### config.mk
export PLATFORM = sky130hd
export DESIGN_NAME = linked_free_list_slot_pool_unit
export DESIGN_NICKNAME = d
export VERILOG_FILES = /design/src/sv/lfl_pkg.sv /design/src/sv/linked_free_list_slot_pool_unit.sv
export SDC_FILE = /design/constraint.sdc
export NUM_CORES = 1
export LEC_CHECK = 0
export BUFFER_PORTS_ARGS = -buffer_cell sky130_fd_sc_hd__buf_2
export CAP_MARGIN = 20
export CELL_PAD_IN_SITES_DETAIL_PLACEMENT = 0
export CELL_PAD_IN_SITES_GLOBAL_PLACEMENT = 1
export CORE_UTILIZATION = 52
export DETAILED_ROUTE_END_ITERATION = 8
export PLACE_DENSITY = 0.87
export REMOVE_ABC_BUFFERS = 1
export SLEW_MARGIN = 20
export SYNTH_ARGS = -nofsm -noshare
export SYNTH_HDL_FRONTEND = slang
export SYNTH_SLANG_ARGS = --single-unit
### constraint.sdc
create_clock -name clk -period 4.05 [get_ports clk]
set_input_delay 0.405 -clock clk [delete_from_list [all_inputs] [get_ports clk]]
set_output_delay 0.405 -clock clk [all_outputs]
set_load 0.01 [all_outputs]
### src/sv/lfl_pkg.sv
package lfl_pkg;

  localparam int POOL_SIZE   = 32;
  localparam int SLOT_W      = $clog2(POOL_SIZE);
  localparam int PTR_W       = $clog2(POOL_SIZE + 1);
  localparam int CNT_W       = SLOT_W;
  localparam int SLOT_NUM_W  = 5;
  localparam int GRANT_W     = 5;
  localparam int STATUS_W    = 2;
  localparam int IN_TDATA_W  = 8;
  localparam int OUT_TDATA_W = 8;
  localparam int OUT_PAD_W   = OUT_TDATA_W - GRANT_W - STATUS_W;

  localparam logic [PTR_W-1:0] NULL_LINK = PTR_W'(POOL_SIZE);

  typedef enum logic {
    ACT_ALLOC   = 1'b0,
    ACT_RELEASE = 1'b1
  } action_t;

  typedef enum logic [STATUS_W-1:0] {
    ST_OK         = 2'd0,
    ST_EMPTY      = 2'd1,
    ST_NOT_ACTIVE = 2'd2
  } status_t;

  typedef enum logic [2:0] {
    S_IDLE,
    S_ALLOC,
    S_WALK,
    S_FIX,
    S_RESP
  } state_t;

  function automatic logic is_slot(input logic [PTR_W-1:0] v);
    return v < PTR_W'(POOL_SIZE);
  endfunction

endpackage

### src/sv/linked_free_list_slot_pool_unit.sv
// Slot pool: hands out and takes back numbered slots from a fixed pool.
// Input channel s_*: s_tuser[0] selects allocate (0) or release (1);
// s_tdata[4:0] is the slot to release, ignored on allocate.
// Output channel m_*: one transfer per input, m_tdata[1:0] status
// (ok, pool empty, slot not active), m_tdata[6:2] granted slot.
// Both lists live in one link memory with a registered read.
// Allocate passes through S_ALLOC to S_RESP, or goes straight to S_RESP
// when the pool is empty; release walks the active list from its head
// until it finds the slot, then unlinks it in S_FIX, or gives up when the
// walk has run the whole list, and goes straight to S_RESP when the active
// list is empty. One item is in work at a time: s_tready is high only while
// idle, and each step of the release walk is one read of the link memory.
// Reset puts every slot on the free list in ascending order and empties the
// active list at once; per-entry valid bits stand in for the initial links.
// A result that m_tready does not take holds in the output register; the
// block then accepts the next item and stops before its result until the
// register is free.
module linked_free_list_slot_pool_unit import lfl_pkg::*; (
  input  logic                   clk,
  input  logic                   rst,
  input  logic                   s_tvalid,
  output logic                   s_tready,
  input  logic [IN_TDATA_W-1:0]  s_tdata,   // [4:0] slot_number, [7:5] zero
  input  logic [0:0]             s_tuser,   // [0] action
  output logic                   m_tvalid,
  input  logic                   m_tready,
  output logic [OUT_TDATA_W-1:0] m_tdata    // [1:0] status, [6:2] granted_slot, [7] zero
);

  state_t state, state_next;

  logic [PTR_W-1:0] free_head, free_head_next;
  logic [PTR_W-1:0] active_head, active_head_next;
  logic [PTR_W-1:0] target, target_next;
  logic [PTR_W-1:0] cur, cur_next;
  logic [PTR_W-1:0] prev, prev_next;
  logic [PTR_W-1:0] link_hold, link_hold_next;
  logic [CNT_W-1:0] steps, steps_next;
  status_t          res_status, res_status_next;
  logic [GRANT_W-1:0] res_granted, res_granted_next;
  logic             m_tvalid_next;
  logic [OUT_TDATA_W-1:0] m_tdata_next;

  logic [PTR_W-1:0]     link_mem [POOL_SIZE];
  logic [POOL_SIZE-1:0] link_vld;
  logic [SLOT_W-1:0]    rd_addr, rd_addr_q;
  logic [PTR_W-1:0]     rd_data;
  logic                 rd_vld;
  logic                 we;
  logic [SLOT_W-1:0]    wr_addr;
  logic [PTR_W-1:0]     wr_data;

  logic [PTR_W-1:0] raw_link;
  logic [PTR_W-1:0] nxt;
  logic             in_release;
  logic             in_slot_ok;
  logic             out_free;
  logic             walk_hit;
  logic             walk_end;

  always_ff @(posedge clk) begin
    if (we) begin
      link_mem[wr_addr] <= wr_data;
    end
    rd_data   <= link_mem[rd_addr];
    rd_vld    <= link_vld[rd_addr];
    rd_addr_q <= rd_addr;
  end

  always_ff @(posedge clk) begin
    if (rst) begin
      link_vld <= '0;
    end else if (we) begin
      link_vld[wr_addr] <= 1'b1;
    end
  end

  assign raw_link   = rd_vld ? rd_data : (PTR_W'(rd_addr_q) + PTR_W'(1));
  assign nxt        = is_slot(raw_link) ? raw_link : NULL_LINK;
  assign in_release = (s_tuser[0] == ACT_RELEASE);
  assign in_slot_ok = (32'(s_tdata[SLOT_NUM_W-1:0]) < POOL_SIZE);
  assign out_free   = !m_tvalid || m_tready;
  assign walk_hit   = (cur == target);
  assign walk_end   = (steps == CNT_W'(POOL_SIZE - 1)) || !is_slot(nxt);

  always_comb begin
    state_next = state;
    case (state)
      S_IDLE: begin
        if (s_tvalid) begin
          if (in_release) begin
            state_next = (in_slot_ok && is_slot(active_head)) ? S_WALK : S_RESP;
          end else begin
            state_next = is_slot(free_head) ? S_ALLOC : S_RESP;
          end
        end
      end
      S_ALLOC: state_next = S_RESP;
      S_WALK: begin
        if (walk_hit) begin
          state_next = S_FIX;
        end else if (walk_end) begin
          state_next = S_RESP;
        end
      end
      S_FIX: state_next = S_RESP;
      S_RESP: begin
        if (out_free) begin
          state_next = S_IDLE;
        end
      end
      default: state_next = S_IDLE;
    endcase
  end

  always_comb begin
    s_tready         = 1'b0;
    free_head_next   = free_head;
    active_head_next = active_head;
    target_next      = target;
    cur_next         = cur;
    prev_next        = prev;
    link_hold_next   = link_hold;
    steps_next       = steps;
    res_status_next  = res_status;
    res_granted_next = res_granted;
    m_tvalid_next    = m_tvalid && !m_tready;
    m_tdata_next     = m_tdata;
    rd_addr          = cur[SLOT_W-1:0];
    we               = 1'b0;
    wr_addr          = cur[SLOT_W-1:0];
    wr_data          = free_head;
    case (state)
      S_IDLE: begin
        s_tready = 1'b1;
        if (s_tvalid) begin
          res_granted_next = '0;
          target_next      = PTR_W'(s_tdata[SLOT_NUM_W-1:0]);
          if (in_release) begin
            res_status_next = ST_NOT_ACTIVE;
            cur_next        = active_head;
            prev_next       = NULL_LINK;
            steps_next      = '0;
            rd_addr         = active_head[SLOT_W-1:0];
          end else begin
            res_status_next = ST_EMPTY;
            rd_addr         = free_head[SLOT_W-1:0];
          end
        end
      end
      S_ALLOC: begin
        we               = 1'b1;
        wr_addr          = free_head[SLOT_W-1:0];
        wr_data          = active_head;
        active_head_next = free_head;
        free_head_next   = nxt;
        res_status_next  = ST_OK;
        res_granted_next = GRANT_W'(free_head);
      end
      S_WALK: begin
        rd_addr = nxt[SLOT_W-1:0];
        if (walk_hit) begin
          we             = 1'b1;
          wr_addr        = cur[SLOT_W-1:0];
          wr_data        = free_head;
          free_head_next = cur;
          link_hold_next = nxt;
        end else begin
          prev_next  = cur;
          cur_next   = nxt;
          steps_next = steps + CNT_W'(1);
        end
      end
      S_FIX: begin
        res_status_next = ST_OK;
        if (is_slot(prev)) begin
          we      = 1'b1;
          wr_addr = prev[SLOT_W-1:0];
          wr_data = link_hold;
        end else begin
          active_head_next = link_hold;
        end
      end
      S_RESP: begin
        if (out_free) begin
          m_tvalid_next = 1'b1;
          m_tdata_next  = {OUT_PAD_W'(0), res_granted, res_status};
        end
      end
      default: begin
      end
    endcase
  end

  always_ff @(posedge clk) begin
    if (rst) begin
      state       <= S_IDLE;
      free_head   <= '0;
      active_head <= NULL_LINK;
      m_tvalid    <= 1'b0;
    end else begin
      state       <= state_next;
      free_head   <= free_head_next;
      active_head <= active_head_next;
      m_tvalid    <= m_tvalid_next;
    end
  end

  always_ff @(posedge clk) begin
    target      <= target_next;
    cur         <= cur_next;
    prev        <= prev_next;
    link_hold   <= link_hold_next;
    steps       <= steps_next;
    res_status  <= res_status_next;
    res_granted <= res_granted_next;
    m_tdata     <= m_tdata_next;
  end

endmodule

==> results.md <==
- Counting flops with an async set or reset pin after synthesis yields a share of 0%.
- The starting density of the core is a little over half.
- The number of I/O pins is 23.
- TritonCTS built the clock tree.
- The placement-stage worst setup slack is 831.9 ps.
- The switching share of power is 32.53%.
- The critical path's most frequent cell is sky130_fd_sc_hd__nor2_1.
- After clock tree synthesis, the setup repair step added 0 buffers.
- Once detailed placement completed, the half-perimeter wirelength came to 16790 um.
- The number of resized instances in the post-cts repair step is 0.
- On the worst path, the slowest cell contributes a delay of 550 ps.
- The die area is 0.02440 mm2.
- The die span in y is around 160 um.
- The number of antenna violations at the first check in global routing is 0.
- Synthesis instantiated 63 different standard cells from the library.
- Each instance of the synthesized netlist takes up on average 12.81 um2.
- The iteration-0 DRC count of the detailed router is slightly below 800.
- The maximum frequency from static timing analysis is approximately 310 MHz.
- The number of enable flip-flop cells after synthesis is 234.
- The number of standard cells after synthesis is roughly 970.
- Yosys printed 0 warnings.
- The clock network accounts for ~30% of the total power.
- At the end of the flow, the number of nets in the layout was 997.
- The capturing element type of the critical path is a register.
- The number of endpoints with negative hold slack in the final report came to 0.
- The tightest slew margin relative to the limit is 28.27%.
- The total inserted antenna cells is 0.
- After routing the design area is 0.01365 mm2.
- Global routing consumed, on the met1 layer, 30.89% of the routing resources.
- The worst setup skew after layout is 39.62 ps.
- The synthesis-to-finish area growth is 10.43%.
- Setup repair after global routing left no endpoint under its margin.
- The kind of critical path is register to register.
- The period utilization is 79.36%.
- The nature of the critical path startpoint is a register.
- The layer with the highest usage is met2.
- The number of buffers added by the clock tree synthesis step is 30.
- In this run the worst path has a maximum fanout of 17.
- Summed over all cells, the static leakage comes to 0.004990 uW.
- The number of slew-limit violations in the final report is 0.
- The first global-routing pass estimated 41820 um of wire.
- The layout cell share with drive strength beyond 1 is 10.77%.
- The number of hold buffers added after CTS was 0.
- Data arrives at the worst endpoint at 3400 ps.
- The global routing usage on met2 is a little under two fifths.
- Walking the worst path, the cells encountered are nand2b_1 > buf_4 > nor2_1 > and2_1 > a221o_1 > nor2b_1 > nand2_1 > nor2_1.
- The internal power of the cells totals 5985 uW.
- The worst slack on hold paths is roughly 36 ps.
- Summed over all nets, the switching power comes to 2885 uW.
- The classification of the worst-slack hold path is input pin to register.
- The clock period minus final worst setup slack is roughly 3200 ps.
- The maximum resistive drop on vdd is ~0.00043 V.
- The sequential cell area fraction in the yosys report is 66.55%.
- The die outline width is approximately 160 um.
- The combinational power share is 28.3%.
- Clock-pin slew was measured on the worst setup and hold paths at 60 ps.
- The required time of the critical path is ~4200 ps.
- The floorplan step defined a core boundary enclosing about 0.023 mm2.
- The latest clock arrival within the worst-skew pair is about 580 ps.
- The number of vias after detailed routing is approximately 7.7k.
- The pin count of the biggest net entering global routing is 56.
- Of the total power, registers draw 42.4%.
- After detailed placement, the design holds a cell count of 1268.
- The number of maximum-capacitance constraint violations is 0.
- In this run the power density over the cells is 649.7 mW/mm2.
- The level count of the clock H-tree is 1.
- The total overflow left after global routing is 0.
- Among all flip-flop cells after synthesis, the most frequent one is sky130_fd_sc_hd__edfxtp_1.
- The number of clock sinks is 294.
- In this run the deepest clock path goes through 3 buffers.
- After detailed routing, the average wire length per cell comes to 20.09 um.
- The routability-driven placement congestion ratio is ~0.83.
- The via density per instance is 5.788.
- The final core utilization is 58.35%.
- After detailed placement, the total cell area comes to approximately 0.013 mm2.
- After floorplanning, the core was divided into between 50 and 60 placement rows.
- The buffer cell driving the clock tree root is sky130_fd_sc_hd__clkbuf_16.
- Setup violations remaining at the end of the flow were counted as 0.
- After detailed routing, the number of remaining DRC violations is 0.
- The total wire length after detailed routing is 26570 um.
- For the pin with the worst max-slew slack, the measured transition is 1076 ps.
- For this run, the number of standard cells in the final layout without fillers is 1322.
- The area of the mapped netlist is 0.01236 mm2.
- The pre-antenna-repair detailed-routing pass consisted of 8 iterations.
- The met3 track utilization from global routing is 3.472%.
- The run finished with clean final reports.
- The number of global-route vias before repair is roughly 7.4k.
- On the critical path, the stage with the largest delay is an instance of sky130_fd_sc_hd__dfxtp_1.
- The final setup slack of the worst path is 835.8 ps.
- The flop and latch count out of synthesis is roughly 290.
- The count of buffers added on input and output ports is 18.
- The global routing usage summed across all routing layers is 22.64%.
- The number of antenna-violating nets in the routed design is 0.
==> cells by family (layout without fill, tap and decap cells) <==
kind of cell	Yosys count	in the layout	share of synthesized area, %
AO/OA/AOI/OAI	187	187	10.77
multiplexers	91	91	7.387
XOR/XNOR	10	10	0.7083
buffers and inverters	63	101	3.096
flip-flops	294	294	66.55
other	1	1	0.03033
AND/OR/NAND/NOR	316	316	11.16
adder cells (fa/ha/maj)	3	3	0.3036
==> metrics by stage <==
stage	total power [uW]	setup TNS, ps
after floorplan	5504	-12330
after global placement	6283	0
after detailed placement	6319	0
after CTS	8914	0
after global routing	9271	0
final	8871	0
==> final timing paths <==
check | slack, ps | to | cells after the start | startpoint
worst max-delay path | 840 | link_mem[9][5]$_DFFE_PP_ | 8 | state[0]$_SDFFE_PP0P_
worst min-delay path | 40 | target[2]$_DFFE_PP_ | 1 | s_tdata[2]
worst max register to register | 840 | link_mem[9][5]$_DFFE_PP_ | 8 | state[0]$_SDFFE_PP0P_
worst min register to register | 430 | m_tdata[1]$_DFFE_PP_ | 0 | res_status[1]$_SDFFCE_PN0P_
==> cells in the final DEF, fill, tap and decap left out, types with 21 or more instances in the layout <==
master                      count
sky130_fd_sc_hd__nand2_1      130
sky130_fd_sc_hd__nor2_1       122
sky130_fd_sc_hd__a21oi_1       51
sky130_fd_sc_hd__a32oi_1       28
sky130_fd_sc_hd__a22oi_1       28
sky130_fd_sc_hd__mux2i_1       89
sky130_fd_sc_hd__edfxtp_1     234
sky130_fd_sc_hd__buf_4         21
sky130_fd_sc_hd__dfxtp_1       60
sky130_fd_sc_hd__clkbuf_16     30
==> registers in the layout, summed over array words and instances, names as in the netlist <==
signal and count:
link_mem 192, link_vld 32, m_tdata 7, active_head 6
cur 6, free_head 6, link_hold 6, prev 6
rd_data 6, rd_addr_q 5, res_granted 5, steps 5
target 5, state 3, res_status 2, m_tvalid 1
rd_vld 1
==> worst max-delay path: cells and delay by family (launching register included) <==
family	cells	cell delay [ps]
flip-flops	1	550
buffers and inverters	1	200
AND/OR/NAND/NOR	6	1640
AO/OA/AOI/OAI	1	460
==> cell usage after synthesis, drive strengths merged (4+ instances only) <==
| library cell | n | area share (%) |
|---|---|---|
| nor2b | 10 | 0.51 |
| xnor2 | 6 | 0.43 |
| inv | 6 | 0.18 |
| a32oi | 28 | 2.0 |
| nor3 | 5 | 0.28 |
| clkbuf | 23 | 0.70 |
| a311oi | 5 | 0.35 |
| buf | 34 | 2.2 |
| a211oi | 13 | 0.79 |
| nand3 | 8 | 0.32 |
| a22oi | 28 | 1.7 |
| or2 | 5 | 0.27 |
| dfxtp | 60 | 9.7 |
| mux2i | 89 | 7.2 |
| nor2 | 123 | 3.8 |
| a22o | 7 | 0.50 |
| a221o | 5 | 0.40 |
| a21oi | 59 | 2.5 |
| o21ai | 18 | 0.76 |
| nand2 | 131 | 4.0 |
| and2 | 16 | 0.81 |
| xor2 | 4 | 0.28 |
| edfxtp | 234 | 57 |
| nand2b | 9 | 0.46 |
==> power by group through the flow <==
stage / clock network, uW / logic (uW) / registers (uW)
after floorplan: 0 / 1700 / 3800
after global placement: 0 / 2470 / 3820
after detailed placement: 0 / 2500 / 3820
after CTS: 2640 / 2520 / 3760
after global routing: 2760 / 2730 / 3780
final: 2600 / 2510 / 3760
==> final cells by class <==
class                      count  area (um2)
fill                        1879        9748
inverter                       6       22.52
sequential                   294        8228
clock buffer                  39       794.5
timing repair buffer          41       287.8
clock inverter                15       142.6
multi-input combinational    608        3780
tap                          319       399.1
==> metal layers <==
layer,share of wire [%],vias up
met2,48,251
met1,43,3736
met3,6.0,61
met5,0,-
li1,-,3604
met4,2.9,0
(Power assumes the default switching activity.)
